File: config.mk
export PLATFORM = sky130hd
export DESIGN_NAME = mwls_front
export DESIGN_NICKNAME = d
export VERILOG_FILES = /design/src/mwls_pkg.sv /design/src/mwls_front.sv
export SDC_FILE = /design/constraint.sdc
export NUM_CORES = 1
export LEC_CHECK = 0
export BUFFER_PORTS_ARGS = -buffer_cell sky130_fd_sc_hd__buf_2
export CAP_MARGIN = 0
export CORE_MARGIN = 10
export CORE_UTILIZATION = 38
export DETAILED_ROUTE_END_ITERATION = 8
export HOLD_SLACK_MARGIN = 0.15
export PLACE_DENSITY_LB_ADDON = 0.3
export SLEW_MARGIN = 20
export SYNTH_ARGS = -nofsm -noshare
export SYNTH_HDL_FRONTEND = slang
export SYNTH_SLANG_ARGS = --single-unit
File: constraint.sdc
create_clock -name clk -period 1.17 [get_ports clk]
set_input_delay 0.117 -clock clk [delete_from_list [all_inputs] [get_ports clk]]
set_output_delay 0.117 -clock clk [all_outputs]
set_load 0.1 [all_outputs]
File: src/mwls_pkg.sv
// ---------------------------------------------------------------------------
// mwls_pkg
// Shared types and constants for the shortest-window-reaching-sum block.
// ---------------------------------------------------------------------------
`default_nettype none

package mwls_pkg;

  // sequence and datapath sizes
  localparam int MAX_LEN   = 1024;
  localparam int PTR_W     = $clog2(MAX_LEN);
  localparam int CNT_W     = $clog2(MAX_LEN + 1);
  localparam int VALUE_W   = 16;
  localparam int TARGET_W  = 26;
  // window sum stays below target before an add, so one extra bit covers it
  localparam int SUM_W     = TARGET_W + 1;

  // queue between front and back
  localparam int QDEPTH    = 4;
  localparam int QPTR_W    = $clog2(QDEPTH);
  localparam int QCNT_W    = $clog2(QDEPTH + 1);

  // stream and register port sizes
  localparam int S_DATA_W  = 16;
  localparam int M_DATA_W  = 16;
  localparam int ADDR_W    = 3;
  localparam int PDATA_W   = 32;

  // register indexes (word address)
  localparam logic REG_TARGET_SUM = 1'b0;

  // one classified item handed from front to back
  typedef struct packed {
    logic [VALUE_W-1:0] value;
    logic               last;
    logic               keep;   // within the length limit
  } item_t;

  // sequencer states of the back end
  typedef enum logic [1:0] {
    ST_IDLE,
    ST_CHECK,
    ST_POP,
    ST_EMIT
  } back_state_t;

  // ring pointer advance with wrap
  function automatic logic [PTR_W-1:0] ring_next(input logic [PTR_W-1:0] p);
    logic [PTR_W-1:0] r;
    if (p == PTR_W'(MAX_LEN - 1)) begin
      r = '0;
    end else begin
      r = p + PTR_W'(1);
    end
    return r;
  endfunction

endpackage

`default_nettype wire

File: src/mwls_front.sv
// ---------------------------------------------------------------------------
// mwls_front
// Accepts input transactions, tracks the item count of the current
// sequence and marks items beyond the length limit before queueing them.
// ---------------------------------------------------------------------------
`default_nettype none

module mwls_front
  import mwls_pkg::*;
(
  input  wire logic                clk,
  input  wire logic                rst,
  input  wire logic                s_tvalid,
  output logic                     s_tready,
  input  wire logic [S_DATA_W-1:0] s_tdata,   // [15:0] value
  input  wire logic                s_tlast,   // last_item
  input  wire logic                q_full,
  output logic                     q_push,
  output item_t                    q_item
);

  logic [CNT_W-1:0] items_seen;
  logic             accept;
  logic             keep;

  // classify the incoming item
  assign s_tready = !q_full;
  assign accept   = s_tvalid && s_tready;
  assign keep     = (items_seen < CNT_W'(MAX_LEN));

  assign q_push        = accept;
  assign q_item.value  = s_tdata[VALUE_W-1:0];
  assign q_item.last   = s_tlast;
  assign q_item.keep   = keep;

  // per-sequence item counter, cleared by the last item
  always_ff @(posedge clk) begin
    if (rst) begin
      items_seen <= '0;
    end else if (accept) begin
      if (s_tlast) begin
        items_seen <= '0;
      end else if (keep) begin
        items_seen <= items_seen + CNT_W'(1);
      end
    end
  end

endmodule

`default_nettype wire

==> summary.md <==
| Metric | Value |
|---|---|
| Outcome | `finished, violations left` |
| Reg2reg setup slack | `-0.08 ns` |
| WHS Endpoint | `items_seen[1]` |
| Cell count of the worst reg-to-reg path | `5` |
| Max Freq | `between 700 and 800 MHz` |
| Synth cell types | `26` |
| Core Region | `roughly 0.0017 sq mm` |
| Design area | `795 sq um` |
| Largest family of logic cells by synthesized area | `simple AND/OR/NAND/NOR gates` |
| Pwr dens | `944 mW/mm^2` |
| Commonest cells after routing, fill and taps aside | `dfxtp_1 (9), nor2_1 (8), buf_4 (8)` |
| Final setup fails | `3` |
| Dpl hpwl | `roughly 1.0 mm` |
| Post-Synth XOR/XNOR Area | `0.0743` |
| Overflow after GRT | `0` |
| Fillers | `~170` |
| Largest net degree at the start of global routing | `10` |
| Placed insts | `103` |
| CP endpoint kind | `flip-flop` |
| Via Count | `526` |
| Final GP Congestion | `0.792` |
| # diodes | `0` |
| Leak | `0.288 nW` |
| Post-CTS Setup Inserts | `0` |
| Syn nets | `between 100 and 150` |
| Via/cell ratio | `4.87` |
| Clk slew on worst S/H paths | `~0.070 ns` |
| Worst path arrival time | `roughly 1.4 ns` |
| Avg Cell Area, Syn | `about 8.6 sq um` |
| Final WS setup | `-0.0810 ns` |
| Synth warnings | `0` |
| Slew Limit Fails | `0` |
| Post-route DRC violation count | `0` |
| Leading cell type in the layout, fill and taps excluded | `dfxtp_1` |
| Final wirelength | `about 1.4 mm` |
| Synthesized instance count | `82` |
| Htree depth | `1` |
| Post-route minimum period | `between 1 and 1.5 ns` |
| Drt initial violations | `6` |
| Layout Skew | `around 0.0063 ns` |
| Max reg flops | `11` |
| Hold WC Path Type | `in -> reg` |
| Adder-Cell Fraction of Synth Area | `0.0177` |
| Post-DRT Antenna Nets | `0` |
| Layout net count | `about 110` |
| Largest regs | `items_seen (11)` |
| First-pass GRT wire length | `between 2 and 2.5 mm` |
| Period utilization | `1.07` |
| Hold Slack | `between 0.2 and 0.25 ns` |
| Mapped Area | `roughly 710 sq um` |
| Worst-margin pin slew | `a little under 0.5 ns` |
| Die W | `approximately 63 um` |
| Max Cap Viol | `0` |
| Deepest clock path buffer count | `2` |
| Clock Latency Late Sink | `between 0.2 and 0.3 ns` |
| Clock Root Buffer | `clkbuf_4` |
| Setup crit start kind | `flip-flop` |
| Dpl cell area | `a little over 700 sq um` |
| Vias in the first global route | `roughly 550` |
| R2r startpoint | `items_seen[0]` |
| Seq/Total Area, Yosys | `0.312` |
| Dpl ws | `-0.0744 ns` |
| Max FO, Critical Path | `3` |
| Die ar. | `0.00399 sq mm` |
| Die H | `between 60 and 70 um` |
| DR WL/cell | `between 10 and 15 um` |
| FF+latch count, synth | `11` |
| Post-synthesis simple-gate area fraction | `0.264` |
| Gr usage total | `0.0729` |
| Num ports | `just over 40` |
| Synth Area in Compound Gates | `0.0814` |
| Slew margin rel. | `0.675` |
| Most flops, register | `items_seen` |
| Area Overhead vs Synth | `12.4%` |
| Hold depth | `4` |
| Crit Path Category | `reg -> reg` |
| Row count | `15` |
| Final Hold Fails | `0` |
| RSZ-0062 raised after global routing | `true` |
| Layout cells sized above 1 | `0.373` |
| Min-delay src | `s_tlast` |
| R2R Path End | `items_seen[6]` |
| Buffers on Ports | `8` |
| Multiplexer share of the synthesized area | `0` |
| Post-layout util | `0.455` |
| Initial antenna violation count | `0` |
| Failing checks | `negative setup slack` |
| VDD IR max | `approximately 0.49 mV` |
| Non-filler cells, final | `around 110` |
| Worst Path Required | `between 1 and 1.5 ns` |
| Sink Count | `11` |
| Initial Util | `0.405` |
| TritonCTS clock tree | `yes` |
| Total CTS buffers | `3` |
| Drt pass-1 iters | `2` |
-- critical path: stages, from the launching register on --
cell,delay [ns]
dfxtp_4,0.37
ha_4,0.13
nand4_1,0.17
nor4_2,0.28
xnor2_1,0.14
nor2_1,0.05
-- stage by stage --
stage          total power [mW]  setup TNS (ns)
2_1_floorplan             0.725         -0.0911
3_3_place_gp              0.492         -0.0239
3_5_place_dp              0.493          -0.194
4_1_cts                   0.761          -0.110
5_1_grt                   0.781          -0.418
6_report                  0.750          -0.122
-- logic make-up (layout without fill, tap and decap cells) --
logic type	Yosys count	in the layout
buffers and inverters	24	25
AND/OR/NAND/NOR	29	29
XOR/XNOR	6	6
flip-flops	11	11
AO/OA/AOI/OAI	11	11
adder cells (fa/ha/maj)	1	1
-- layer usage --
metal / track usage / wire length, um / vias up
li1: - / - / 258
met1: 0.0660 / 544 / 242
met2: 0.122 / 693 / 16
met3: 0.0442 / 116 / 10
met4: 0.0447 / 41 / 0
met5: 0 / 0 / -
-- cell usage after synthesis --
library cell | n | area share
and2_1 | 1 | 0.0089
clkinv_8 | 1 | 0.023
nand2b_1 | 1 | 0.0089
xor2_1 | 1 | 0.012
nor3_1 | 2 | 0.014
inv_1 | 3 | 0.016
nor2b_1 | 1 | 0.0089
nand3b_1 | 1 | 0.011
nand3_1 | 3 | 0.021
or3_1 | 2 | 0.018
nor4_2 | 2 | 0.035
nand2_1 | 2 | 0.011
a21oi_1 | 6 | 0.042
buf_4 | 18 | 0.19
ha_1 | 1 | 0.018
clkbuf_1 | 1 | 0.0053
buf_6 | 1 | 0.016
xnor2_1 | 5 | 0.062
nand4_4 | 1 | 0.030
and3_1 | 1 | 0.0089
a21o_1 | 1 | 0.011
dfxtp_1 | 11 | 0.31
nor2_1 | 8 | 0.042
nand2b_4 | 1 | 0.019
o21ai_0 | 4 | 0.028
nand4_1 | 3 | 0.027
-- worst max-delay path by stage --
stage	startpoint	endpoint	slack [ns]
finish	items_seen[0]	items_seen[6]	-0.08
global route	items_seen[0]	items_seen[6]	-0.16
CTS	items_seen[1]	items_seen[8]	-0.05
detailed placement	items_seen[1]	items_seen[8]	-0.07
global placement	items_seen[1]	items_seen[6]	-0.01
floorplan	items_seen[0]	items_seen[6]	-0.04
-- layout make-up --
type / instances / area (sq um) / share of cell area
clock buffer: 4 / 26.3 / 0.0331
inverter: 4 / 27.5 / 0.0346
multi-input combinational: 47 / 342 / 0.430
sequential: 11 / 228 / 0.287
tap: 25 / 31.3 / 0.0394
timing repair buffer: 17 / 140 / 0.176
-- report_power, final --
part	internal (mW)	switching, mW
clock	0.132	0.129
combinational	0.0341	0.0742
sequential	0.375	0.00467
total	0.542	0.208
-- repair_timing --
item | 4_1_cts | 5_1_grt
hold buffers | 1 | 0
cloned | 0 | 0
gates resized for setup | 3 | 7
setup endpoints to repair | 4 | 8
hold endpoints to repair | 2 | 0
pin swaps | 0 | 6
(Power assumes the default switching activity.)
