**config.mk**
```make
export PLATFORM = sky130hd
export DESIGN_NAME = mwls_queue
export DESIGN_NICKNAME = d
export VERILOG_FILES = /design/src/mwls_pkg.sv /design/src/mwls_queue.sv
export SDC_FILE = /design/constraint.sdc
export NUM_CORES = 1
export LEC_CHECK = 0
export ABC_AREA = 0
export BUFFER_PORTS_ARGS = -buffer_cell sky130_fd_sc_hd__buf_2
export CAP_MARGIN = 25
export CORE_AREA = 2 2 97 99
export DETAILED_ROUTE_END_ITERATION = 8
export DIE_AREA = 0 0 99 101
export PLACE_DENSITY = 0.54
export SLEW_MARGIN = 20
export SYNTH_ARGS = -nofsm -noshare
export SYNTH_HDL_FRONTEND = slang
export SYNTH_SLANG_ARGS = --single-unit
```
**constraint.sdc**
```tcl
create_clock -name clk -period 5.37 [get_ports clk]
set_input_delay 1.3425 -clock clk [delete_from_list [all_inputs] [get_ports clk]]
set_output_delay 1.3425 -clock clk [all_outputs]
set_load 0.01 [all_outputs]
```
**src/mwls_pkg.sv**
```systemverilog
// ---------------------------------------------------------------------------
// mwls_pkg
// Shared types and constants for the shortest-window-reaching-sum block.
// ---------------------------------------------------------------------------
`default_nettype none

package mwls_pkg;

  // sequence and datapath sizes
  localparam int MAX_LEN   = 1024;
  localparam int PTR_W     = $clog2(MAX_LEN);
  localparam int CNT_W     = $clog2(MAX_LEN + 1);
  localparam int VALUE_W   = 16;
  localparam int TARGET_W  = 26;
  // window sum stays below target before an add, so one extra bit covers it
  localparam int SUM_W     = TARGET_W + 1;

  // queue between front and back
  localparam int QDEPTH    = 4;
  localparam int QPTR_W    = $clog2(QDEPTH);
  localparam int QCNT_W    = $clog2(QDEPTH + 1);

  // stream and register port sizes
  localparam int S_DATA_W  = 16;
  localparam int M_DATA_W  = 16;
  localparam int ADDR_W    = 3;
  localparam int PDATA_W   = 32;

  // register indexes (word address)
  localparam logic REG_TARGET_SUM = 1'b0;

  // one classified item handed from front to back
  typedef struct packed {
    logic [VALUE_W-1:0] value;
    logic               last;
    logic               keep;   // within the length limit
  } item_t;

  // sequencer states of the back end
  typedef enum logic [1:0] {
    ST_IDLE,
    ST_CHECK,
    ST_POP,
    ST_EMIT
  } back_state_t;

  // ring pointer advance with wrap
  function automatic logic [PTR_W-1:0] ring_next(input logic [PTR_W-1:0] p);
    logic [PTR_W-1:0] r;
    if (p == PTR_W'(MAX_LEN - 1)) begin
      r = '0;
    end else begin
      r = p + PTR_W'(1);
    end
    return r;
  endfunction

endpackage

`default_nettype wire

```
**src/mwls_queue.sv**
```systemverilog
// ---------------------------------------------------------------------------
// mwls_queue
// Short first-in first-out queue of classified items between front and back.
// ---------------------------------------------------------------------------
`default_nettype none

module mwls_queue
  import mwls_pkg::*;
(
  input  wire logic  clk,
  input  wire logic  rst,
  input  wire logic  push,
  input  wire item_t push_item,
  input  wire logic  pop,
  output logic       full,
  output logic       empty,
  output item_t      head
);

  item_t             entries [QDEPTH];
  logic [QPTR_W-1:0] wr_ptr;
  logic [QPTR_W-1:0] rd_ptr;
  logic [QCNT_W-1:0] fill;

  assign full  = (fill == QCNT_W'(QDEPTH));
  assign empty = (fill == '0);
  assign head  = entries[rd_ptr];

  // storage
  always_ff @(posedge clk) begin
    if (push) begin
      entries[wr_ptr] <= push_item;
    end
  end

  // pointers and fill level
  always_ff @(posedge clk) begin
    if (rst) begin
      wr_ptr <= '0;
      rd_ptr <= '0;
      fill   <= '0;
    end else begin
      if (push) begin
        wr_ptr <= wr_ptr + QPTR_W'(1);
      end
      if (pop) begin
        rd_ptr <= rd_ptr + QPTR_W'(1);
      end
      if (push && !pop) begin
        fill <= fill + QCNT_W'(1);
      end else if (pop && !push) begin
        fill <= fill - QCNT_W'(1);
      end
    end
  end

endmodule

`default_nettype wire

```
==> results of run 1 <==
path summary, 6_finish.rpt:
kind / start / to / slack [ps] / cells past startpoint
worst min register to register: fill[2] / fill[2] / 500 / 2
worst min-delay path: fill[2] / fill[2] / 500 / 2
worst max-delay path: flip-flop / head[4] / 1960 / 3
worst max register to register: wr_ptr[0] / entries[2][13] / 3670 / 3
area by class of cell:
cell class	count	area, µm²
flip-flops and latches	81	2340
inverters	4	15.0
multi-input cells	48	666
repair buffers	43	228
fillers	792	5410
clock inverters	7	52.6
clock buffers	9	124
well taps	111	139
power groups by stage:
stage	logic, W	clock network, W	registers [W]
2_1_floorplan	0.0000930	0	0.000744
3_3_place_gp	0.000131	0	0.000756
3_5_place_dp	0.000133	0	0.000757
4_1_cts	0.000133	0.000407	0.000743
5_1_grt	0.000147	0.000432	0.000746
6_report	0.000132	0.000390	0.000741
cell usage in the layout, fill, tap and decap left out, drive strengths merged:
| cell type | n |
|---|---|
| a21oi | 1 |
| and2 | 4 |
| buf | 43 |
| clkbuf | 9 |
| clkinv | 1 |
| clkinvlp | 3 |
| dfxtp | 9 |
| edfxtp | 72 |
| fa | 1 |
| ha | 5 |
| inv | 7 |
| mux2i | 2 |
| mux4 | 18 |
| nand2 | 1 |
| nor2 | 7 |
| nor3 | 1 |
| nor3b | 1 |
| o21ai | 1 |
| or3 | 1 |
| xnor2 | 2 |
| xor2 | 3 |
cell families after synthesis:
logic type               count (synthesis)  share of synthesized area, %
AO/OA/AOI/OAI                            2                         0.326
XOR/XNOR                                 5                          1.43
adder cells (fa/ha/maj)                  6                          2.69
buffers and inverters                    9                          1.96
flip-flops                              81                          76.3
multiplexers                            20                          14.8
AND/OR/NAND/NOR                         15                          2.41
sequential cells by signal (all words and copies together) (netlist names), named ones only:
| name | cells |
|---|---|
| rd_ptr | 2 |
| fill | 3 |
| entries | 72 |
| wr_ptr | 2 |
worst max-delay path, delay by kind of cell (launching register included):
family                 cells  cell delay [ps]
buffers and inverters      2              470
DFF                        1              680
muxes                      1              560
routing by layer:
metal / GRT usage, % / vias to the layer above / part of all wire [%]
met5: 0 / - / 0
met4: 2.85 / 0 / 0.98
met3: 5.83 / 5 / 8.7
met2: 17.4 / 42 / 49
met1: 12.3 / 680 / 41
li1: - / 657 / -
stage by stage:
step,worst slack (ps),power (W)
3_3_place_gp,2270,0.000887
6_report,1960,0.00126
5_1_grt,1790,0.00132
2_1_floorplan,2770,0.000837
3_5_place_dp,2250,0.000890
4_1_cts,1870,0.00128
==> flow_results.xml, run 1 <==
<?xml version="1.0" encoding="UTF-8"?>
<metrics>
  <group name="run_status">
    <metric name="run_status" unit="">finished, final reports clean</metric>
  </group>
  <group name="pwr">
    <metric name="vdd_drop_max" unit="mV">0.143</metric>
    <metric name="power_switching_share" unit="%">24.1</metric>
    <metric name="power_switching" unit="W">0.000304</metric>
    <metric name="power_frac_clock" unit="%">30.9</metric>
    <metric name="power_density_over_cell_area" unit="nW/µm²">354</metric>
    <metric name="cellLeakagePower" unit="nW">1.24</metric>
    <metric name="share_comb_of_total_power" unit="%">10.4</metric>
    <metric name="seqPwrFrac" unit="%">58.7</metric>
    <metric name="internal_power" unit="W">0.000959</metric>
  </group>
  <group name="route">
    <metric name="detailedRoute.firstPassIterationCount" unit="">4</metric>
    <metric name="detail_route.vias_per_cell" unit="">4.57</metric>
    <metric name="num_vias" unit="">1384</metric>
    <metric name="final_antenna_net_count" unit="">0</metric>
    <metric name="initialDrtViolationCount" unit="">74</metric>
    <metric name="post_drt_wl_per_cell" unit="µm">16.2</metric>
    <metric name="route.detailed.drc" unit="">0</metric>
    <metric name="finalWirelength" unit="µm">4900</metric>
  </group>
  <group name="clock_network">
    <metric name="max-clock-path-buffers" unit="">2</metric>
    <metric name="tritoncts_num_sinks" unit="">81</metric>
    <metric name="cts.clk_slew.worst_paths" unit="ps">80</metric>
    <metric name="tritoncts" unit="">done</metric>
    <metric name="tritoncts.num_buffers" unit="">9</metric>
    <metric name="h-tree-depth" unit="">3</metric>
    <metric name="postCtsHoldBufs" unit="">0</metric>
    <metric name="postCtsResizedCells" unit="">0</metric>
    <metric name="cts-root-buf" unit="">clkbuf_8</metric>
    <metric name="worst_skew_pair.late_latency" unit="ps">350</metric>
    <metric name="cts_post_setup_buffers_inserted" unit="">0</metric>
  </group>
  <group name="logic_synthesis">
    <metric name="synth_ff_type" unit="">edfxtp_1</metric>
    <metric name="synth_top_cell_area_share" unit="%">70.5</metric>
    <metric name="syn_area_per_cell" unit="µm²">22.2</metric>
    <metric name="ys_top_cells_by_area" unit="">edfxtp_1 70%, mux4_2 7.3%, mux4_1 6.9%</metric>
    <metric name="synth_commonest_cells" unit="">72 x edfxtp_1, 10 x mux4_2, 9 x dfxtp_1, 8 x mux4_1, 7 x nor2_1</metric>
    <metric name="share_of_synthesized_area_occupied_by_flip_flops_and_latches" unit="%">76.3</metric>
    <metric name="yosysUniqueCellTypes" unit="">22</metric>
    <metric name="synth_nets" unit="">166</metric>
    <metric name="synthCells" unit="">138</metric>
    <metric name="synthDominantAreaCellType" unit="">edfxtp_1</metric>
    <metric name="synth_edf_count" unit="">72</metric>
    <metric name="synth_warnings" unit="">0</metric>
    <metric name="synthArstFlopShare" unit="%">0</metric>
    <metric name="ys_seq_elements" unit="">81</metric>
    <metric name="synth_most_common_cell" unit="">edfxtp_1</metric>
    <metric name="mappedNetlistArea" unit="µm²">3070</metric>
  </group>
  <group name="timing">
    <metric name="final_min_period_over_clock_period" unit="%">63.5</metric>
    <metric name="finalCriticalPeriod" unit="ps">3410</metric>
    <metric name="rsz0062_at_grt" unit="">false</metric>
    <metric name="timing.final.hold_violations" unit="">0</metric>
    <metric name="final-setup-viol-count" unit="">0</metric>
    <metric name="timing.slew.headroom" unit="%">36.5</metric>
    <metric name="clock-skew-final" unit="ps">4.03</metric>
    <metric name="tightest_slew" unit="ps">952</metric>
    <metric name="fin_setup_tns" unit="ps">0</metric>
    <metric name="hold_ws" unit="ps">502</metric>
    <metric name="report.final.slew_viol_count" unit="">0</metric>
    <metric name="achievable-frequency" unit="GHz">0.293</metric>
  </group>
  <group name="layout">
    <metric name="fin_util" unit="%">39.7</metric>
    <metric name="stdcell_area" unit="µm²">3570</metric>
    <metric name="diodes" unit="">0</metric>
    <metric name="fin_cells" unit="">303</metric>
    <metric name="area_growth_syn_to_layout" unit="%">16.2</metric>
    <metric name="layout-drive-gt1-share" unit="%">35.4</metric>
    <metric name="finish.net_count" unit="">215</metric>
  </group>
  <group name="grt">
    <metric name="grt_max_degree" unit="">19</metric>
    <metric name="first_global_vias" unit="">1492</metric>
    <metric name="globalRouteOverflowTotal" unit="">0</metric>
    <metric name="grt_first_pass_wirelength" unit="µm">7680</metric>
    <metric name="global_route.usage.total" unit="%">10.7</metric>
    <metric name="antenna_violations_before_repair" unit="">1</metric>
  </group>
  <group name="die">
    <metric name="die_height" unit="µm">101</metric>
    <metric name="design.core.area" unit="µm²">8980</metric>
    <metric name="horizontal_die_dimension" unit="µm">99</metric>
    <metric name="initial_core_util" unit="%">34.2</metric>
    <metric name="die-area" unit="µm²">10000</metric>
    <metric name="io_pins" unit="">42</metric>
    <metric name="rows" unit="">35</metric>
  </group>
  <group name="critical_path">
    <metric name="worst_path_largest_cell_delay" unit="ps">680</metric>
    <metric name="worstSetupPathType" unit="">flip-flop to output pin</metric>
    <metric name="crit_slowest_cell" unit="">dfxtp_1</metric>
    <metric name="critPathLaunchType" unit="">flip-flop</metric>
    <metric name="arrival" unit="ps">2070</metric>
    <metric name="cp-end-kind" unit="">output pin</metric>
    <metric name="timing.critical_path.cells" unit="">buf_4, mux4_1, buf_2</metric>
    <metric name="crit_required" unit="ps">4030</metric>
    <metric name="timing.critical_path.fanout_max" unit="">10</metric>
  </group>
  <group name="placed_design">
    <metric name="buffers_on_ports" unit="">41</metric>
    <metric name="dpl.hpwl" unit="µm">3140</metric>
    <metric name="dpl-instance-area" unit="µm²">3370</metric>
    <metric name="placed_cells" unit="">286</metric>
    <metric name="gp_routability_congestion" unit="">0.639</metric>
  </group>
  <group name="flow_run">
    <metric name="max_cap_violations" unit="">0</metric>
  </group>
  <group name="min_path">
    <metric name="min_path_type" unit="">flip-flop to flip-flop</metric>
  </group>
</metrics>
No activity file was read; power rests on OpenSTA's default activity.
==> run 2: changes to the inputs <==
Clock period 5.37 ns to 3.55 ns, I/O delays scaled along.
==> run 2 against run 1 <==
Against the previous run: global-route usage down 0.16 points; cell area up 1.0%; worst hold slack better by 17 ps; clock skew up 0.91 ps; critical path type unchanged; wire length about the same; combinational power up 58%; sequential share of layout area down 0.66 points; sequential power up 50%.
==> flow_results.xml, run 2 (synthesized netlist as in run 1, its figures left out) <==
<?xml version="1.0" encoding="UTF-8"?>
<metrics>
  <group name="layout">
    <metric name="largest_register" unit="">entries</metric>
    <metric name="stdcell_area" unit="µm²">3600</metric>
    <metric name="layout.filler_cells" unit="">794</metric>
    <metric name="layout.area.seq" unit="µm²">2340</metric>
    <metric name="largest_reg_flops" unit="">72</metric>
    <metric name="area_growth_syn_to_layout" unit="%">17.4</metric>
    <metric name="final_common_cell" unit="">edfxtp_1</metric>
    <metric name="multi_input_area" unit="µm²">666</metric>
    <metric name="layout-drive-gt1-share" unit="%">36.2</metric>
    <metric name="fin_util" unit="%">40.1</metric>
    <metric name="finish.net_count" unit="">219</metric>
    <metric name="reg.largest.list" unit="">entries: 72 flops, fill: 3 flops</metric>
    <metric name="highest_count_cells_in_the_layout_ignoring_fill_and_taps" unit="">72 x edfxtp_1, 41 x buf_2, 10 x mux4_2</metric>
    <metric name="fin_cells" unit="">308</metric>
  </group>
  <group name="critical_path">
    <metric name="timing.critical_path.fanout_max" unit="">13</metric>
    <metric name="reg2reg_from" unit="">wr_ptr[0]</metric>
    <metric name="crit_required" unit="ps">2660</metric>
    <metric name="critPathLaunchType" unit="">flip-flop</metric>
    <metric name="cp-end-kind" unit="">output pin</metric>
    <metric name="reg2reg_depth" unit="">4</metric>
    <metric name="rr_endpoint" unit="">entries[2][13]</metric>
    <metric name="setup.reg_to_reg.worst_slack" unit="ps">1800</metric>
    <metric name="arrival" unit="ps">1920</metric>
    <metric name="worstSetupPathType" unit="">flip-flop to output pin</metric>
  </group>
  <group name="route">
    <metric name="finalWirelength" unit="µm">4900</metric>
    <metric name="detailedRoute.firstPassIterationCount" unit="">4</metric>
    <metric name="route.detailed.drc" unit="">0</metric>
    <metric name="final_antenna_net_count" unit="">0</metric>
    <metric name="post_drt_wl_per_cell" unit="µm">15.9</metric>
    <metric name="num_vias" unit="">1418</metric>
    <metric name="initialDrtViolationCount" unit="">46</metric>
    <metric name="detail_route.vias_per_cell" unit="">4.60</metric>
  </group>
  <group name="timing">
    <metric name="timing.slew.headroom" unit="%">51.5</metric>
    <metric name="timing.final.hold_violations" unit="">0</metric>
    <metric name="tightest_slew" unit="ps">727</metric>
    <metric name="achievable-frequency" unit="GHz">0.356</metric>
    <metric name="rsz0062_at_grt" unit="">false</metric>
    <metric name="clock-skew-final" unit="ps">4.94</metric>
    <metric name="fin_setup_tns" unit="ps">0</metric>
    <metric name="final-setup-viol-count" unit="">0</metric>
    <metric name="finalCriticalPeriod" unit="ps">2810</metric>
    <metric name="final_min_period_over_clock_period" unit="%">79.2</metric>
    <metric name="report.final.slew_viol_count" unit="">0</metric>
  </group>
  <group name="placed_design">
    <metric name="gp_routability_congestion" unit="">0.635</metric>
    <metric name="dpl.hpwl" unit="µm">3340</metric>
    <metric name="buffers_on_ports" unit="">41</metric>
    <metric name="dpl-instance-area" unit="µm²">3410</metric>
    <metric name="placed_cells" unit="">291</metric>
  </group>
  <group name="grt">
    <metric name="grt_first_pass_wirelength" unit="µm">7660</metric>
    <metric name="grt_use_met1" unit="%">12.5</metric>
    <metric name="first_global_vias" unit="">1502</metric>
    <metric name="grtUsageMet3" unit="%">3.26</metric>
    <metric name="antenna_violations_before_repair" unit="">1</metric>
    <metric name="grt_max_degree" unit="">15</metric>
    <metric name="met2_usage" unit="%">17.2</metric>
    <metric name="globalRouteOverflowTotal" unit="">0</metric>
    <metric name="grt-busiest-layer" unit="">met2</metric>
    <metric name="global_route.usage.total" unit="%">10.5</metric>
  </group>
  <group name="flow_run">
    <metric name="max_cap_violations" unit="">0</metric>
  </group>
  <group name="min_path">
    <metric name="worst_hold_startpoint" unit="">fill[2]</metric>
    <metric name="min_path_type" unit="">flip-flop to flip-flop</metric>
    <metric name="terminating_pin_of_the_worst_hold_path" unit="">fill[2]</metric>
    <metric name="holdPathStages" unit="">2</metric>
  </group>
  <group name="clock_network">
    <metric name="cts.clk_slew.worst_paths" unit="ps">70</metric>
    <metric name="tritoncts" unit="">done</metric>
    <metric name="cts_post_setup_buffers_inserted" unit="">0</metric>
    <metric name="cts-root-buf" unit="">clkbuf_8</metric>
    <metric name="max-clock-path-buffers" unit="">2</metric>
    <metric name="tritoncts.num_buffers" unit="">9</metric>
    <metric name="postCtsResizedCells" unit="">0</metric>
    <metric name="postCtsHoldBufs" unit="">0</metric>
    <metric name="h-tree-depth" unit="">3</metric>
    <metric name="tritoncts_num_sinks" unit="">81</metric>
    <metric name="worst_skew_pair.late_latency" unit="ps">330</metric>
  </group>
  <group name="pwr">
    <metric name="report.power.total" unit="W">0.00195</metric>
    <metric name="vdd_drop_max" unit="mV">0.207</metric>
    <metric name="cellLeakagePower" unit="nW">1.27</metric>
    <metric name="power_density_over_cell_area" unit="nW/µm²">541</metric>
  </group>
  <group name="run_status">
    <metric name="run_status" unit="">finished, final reports clean</metric>
  </group>
  <group name="die">
    <metric name="horizontal_die_dimension" unit="µm">99</metric>
    <metric name="rows" unit="">35</metric>
    <metric name="die-area" unit="µm²">10000</metric>
    <metric name="die_height" unit="µm">101</metric>
    <metric name="design.core.area" unit="µm²">8980</metric>
    <metric name="initial_core_util" unit="%">34.2</metric>
    <metric name="io_pins" unit="">42</metric>
  </group>
</metrics>
run 2: how the worst max path moves through the flow:
stage               startpoint      end  slack (ps)  cells past startpoint
finish               flip-flop  head[4]         740                      3
global placement     flip-flop  head[4]        1050                      3
floorplan                  pop  fill[2]        1400                      7
detailed placement   flip-flop  head[4]        1030                      3
CTS                  flip-flop  head[4]         650                      3
global route         flip-flop  head[4]         600                      3
run 2: layout make-up:
type,instances,share of cell area (%)
tap,111,3.86
clock buffer,11,3.65
inverter,4,0.417
antenna,1,0.0695
timing repair buffer,47,6.95
multi-input combinational,48,18.5
sequential,81,65.0
clock inverter,5,1.56
run 2: per-stage QoR:
stage / worst slack, ps / hold slack (ps)
after floorplan: 1400 / 466
after global placement: 1050 / 490
after detailed placement: 1030 / 506
after CTS: 654 / 519
after global routing: 597 / 557
final: 740 / 519
run 2: critical path: stages, from the launching register on:
cell and delay (ps):
dfxtp_1 490, buf_4 330, mux4_1 610, buf_2 160
run 2: metal layers:
metal | vias to the layer above | wire length, µm
li1 | 660 | -
met5 | - | 0
met3 | 9 | 297
met4 | 0 | 66
met2 | 35 | 2350
met1 | 714 | 2180
run 2: power by group:
part	internal (W)	switching (W)
logic	0.000102	0.000106
clock network	0.000324	0.000305
registers	0.00109	0.0000224
total	0.00152	0.000433
==> run 3: changes to the inputs <==
Clock period 3.55 ns to 2.9 ns, I/O delays scaled along.
==> run 3 against run 2 <==
Against the previous run: combinational power increased by 27%; critical endpoint unchanged; sequential share of layout area decreased by 1.1 points; clock skew increased by 1.2 ps; non-clock buffer count increased by 1; total power increased by 33%; wire length increased by 1.6%; register-to-register slack got worse by 390 ps; critical path depth unchanged; cell area increased by 1.7%.
==> flow_results.xml, run 3 (synthesized netlist as in run 1, its figures left out) <==
<?xml version="1.0" encoding="UTF-8"?>
<metrics>
  <group name="run_status">
    <metric name="run_status" unit="">finished, final reports clean</metric>
  </group>
  <group name="critical_path">
    <metric name="timing.critical_path.cells" unit="">buf_4, mux4_1, buf_2</metric>
    <metric name="crit_required" unit="ps">2170</metric>
    <metric name="crit_slowest_cell" unit="">mux4_1</metric>
    <metric name="cp-end-kind" unit="">output pin</metric>
    <metric name="critPathLaunchType" unit="">flip-flop</metric>
    <metric name="worst_path_largest_cell_delay" unit="ps">590</metric>
    <metric name="setup.reg_to_reg.worst_slack" unit="ps">1410</metric>
    <metric name="arrival" unit="ps">1660</metric>
    <metric name="worstSetupPathType" unit="">flip-flop to output pin</metric>
    <metric name="timing.critical_path.fanout_max" unit="">9</metric>
  </group>
  <group name="route">
    <metric name="num_vias" unit="">1426</metric>
    <metric name="finalWirelength" unit="µm">4980</metric>
    <metric name="detail_route.vias_per_cell" unit="">4.63</metric>
    <metric name="initialDrtViolationCount" unit="">27</metric>
    <metric name="final_antenna_net_count" unit="">0</metric>
    <metric name="route.detailed.drc" unit="">0</metric>
    <metric name="detailedRoute.firstPassIterationCount" unit="">4</metric>
    <metric name="post_drt_wl_per_cell" unit="µm">16.2</metric>
  </group>
  <group name="grt">
    <metric name="antenna_violations_before_repair" unit="">0</metric>
    <metric name="global_route.usage.total" unit="%">10.9</metric>
    <metric name="grt_first_pass_wirelength" unit="µm">7690</metric>
    <metric name="globalRouteOverflowTotal" unit="">0</metric>
    <metric name="first_global_vias" unit="">1515</metric>
    <metric name="grt_max_degree" unit="">19</metric>
  </group>
  <group name="clock_network">
    <metric name="tritoncts_num_sinks" unit="">81</metric>
    <metric name="worst_skew_pair.late_latency" unit="ps">350</metric>
    <metric name="max-clock-path-buffers" unit="">2</metric>
    <metric name="h-tree-depth" unit="">3</metric>
    <metric name="cts_post_setup_buffers_inserted" unit="">0</metric>
    <metric name="postCtsHoldBufs" unit="">0</metric>
    <metric name="tritoncts" unit="">done</metric>
    <metric name="cts.clk_slew.worst_paths" unit="ps">80</metric>
    <metric name="tritoncts.num_buffers" unit="">9</metric>
    <metric name="postCtsResizedCells" unit="">0</metric>
    <metric name="cts-root-buf" unit="">clkbuf_8</metric>
  </group>
  <group name="timing">
    <metric name="timing.final.hold_violations" unit="">0</metric>
    <metric name="final_min_period_over_clock_period" unit="%">82.1</metric>
    <metric name="tightest_slew" unit="ps">296</metric>
    <metric name="achievable-frequency" unit="GHz">0.420</metric>
    <metric name="timing.slew.headroom" unit="%">80.3</metric>
    <metric name="final-setup-viol-count" unit="">0</metric>
    <metric name="fin_setup_tns" unit="ps">0</metric>
    <metric name="report.final.slew_viol_count" unit="">0</metric>
    <metric name="finalCriticalPeriod" unit="ps">2380</metric>
    <metric name="rsz0062_at_grt" unit="">false</metric>
    <metric name="clock-skew-final" unit="ps">6.13</metric>
  </group>
  <group name="layout">
    <metric name="area_growth_syn_to_layout" unit="%">19.4</metric>
    <metric name="layout.filler_cells" unit="">815</metric>
    <metric name="fin_util" unit="%">40.8</metric>
    <metric name="final_common_cell" unit="">edfxtp_1</metric>
    <metric name="diodes" unit="">0</metric>
    <metric name="fin_cells" unit="">308</metric>
    <metric name="highest_count_cells_in_the_layout_ignoring_fill_and_taps" unit="">72 x edfxtp_1, 41 x buf_2, 10 x mux4_2</metric>
    <metric name="reg.largest.list" unit="">entries: 72 flops, fill: 3 flops</metric>
    <metric name="finish.net_count" unit="">220</metric>
    <metric name="layout-drive-gt1-share" unit="%">37.1</metric>
    <metric name="largest_reg_flops" unit="">72</metric>
    <metric name="largest_register" unit="">entries</metric>
    <metric name="stdcell_area" unit="µm²">3660</metric>
  </group>
  <group name="placed_design">
    <metric name="buffers_on_ports" unit="">41</metric>
    <metric name="gp_routability_congestion" unit="">0.672</metric>
    <metric name="dpl-instance-area" unit="µm²">3420</metric>
    <metric name="dpl.hpwl" unit="µm">3090</metric>
    <metric name="placed_cells" unit="">292</metric>
  </group>
  <group name="pwr">
    <metric name="vdd_drop_max" unit="mV">0.334</metric>
    <metric name="cellLeakagePower" unit="nW">1.31</metric>
    <metric name="power_density_over_cell_area" unit="nW/µm²">709</metric>
    <metric name="report.power.total" unit="W">0.00260</metric>
  </group>
  <group name="die">
    <metric name="die-area" unit="µm²">10000</metric>
    <metric name="io_pins" unit="">42</metric>
    <metric name="initial_core_util" unit="%">34.2</metric>
    <metric name="rows" unit="">35</metric>
    <metric name="design.core.area" unit="µm²">8980</metric>
    <metric name="die_height" unit="µm">101</metric>
    <metric name="horizontal_die_dimension" unit="µm">99</metric>
  </group>
  <group name="flow_run">
    <metric name="max_cap_violations" unit="">0</metric>
  </group>
  <group name="min_path">
    <metric name="min_path_type" unit="">flip-flop to flip-flop</metric>
  </group>
</metrics>
==> run 3: through the flow <==
| step | setup slack (ps) | hold slack, ps |
|---|---|---|
| floorplan | 915 | 466 |
| global placement | 730 | 495 |
| detailed placement | 692 | 503 |
| CTS | 457 | 515 |
| global route | 419 | 550 |
| finish | 518 | 509 |
==> run 3: final timing paths <==
check,start,to,cells past startpoint
min reg2reg,fill[2],fill[2],2
min,fill[2],fill[2],2
max reg2reg,fill[0],fill[2],4
max,flip-flop,head[4],3
==> run 3: power breakdown <==
part	internal [W]	switching (W)
clock	0.000578	0.000396
combinational	0.000128	0.000137
sequential	0.00133	0.0000231
==> run 3: area by class of cell <==
type                            count  area (µm²)  area share, %
Clock inverter                      6         115           3.14
Multi-Input combinational cell     48         666           18.2
Clock buffer                       10         128           3.48
Sequential cell                    81        2340           64.0
Timing Repair Buffer               48         258           7.04
Tap cell                          111         139           3.79
Inverter                            4        15.0          0.410
==> run 3: metal layers <==
layer  vias up  wire length (µm)  GRT usage (%)
met5         -                 0              0
met4         0                65           4.43
met3         8               388           5.62
met2        44              2400           16.9
met1       712              2120           12.7
li1        662                 -              -
==> run 3: critical path, delay by kind of cell, from the launching register on <==
family	cells	cell delay, ps
muxes	1	590
DFF	1	340
buffers and inverters	2	380
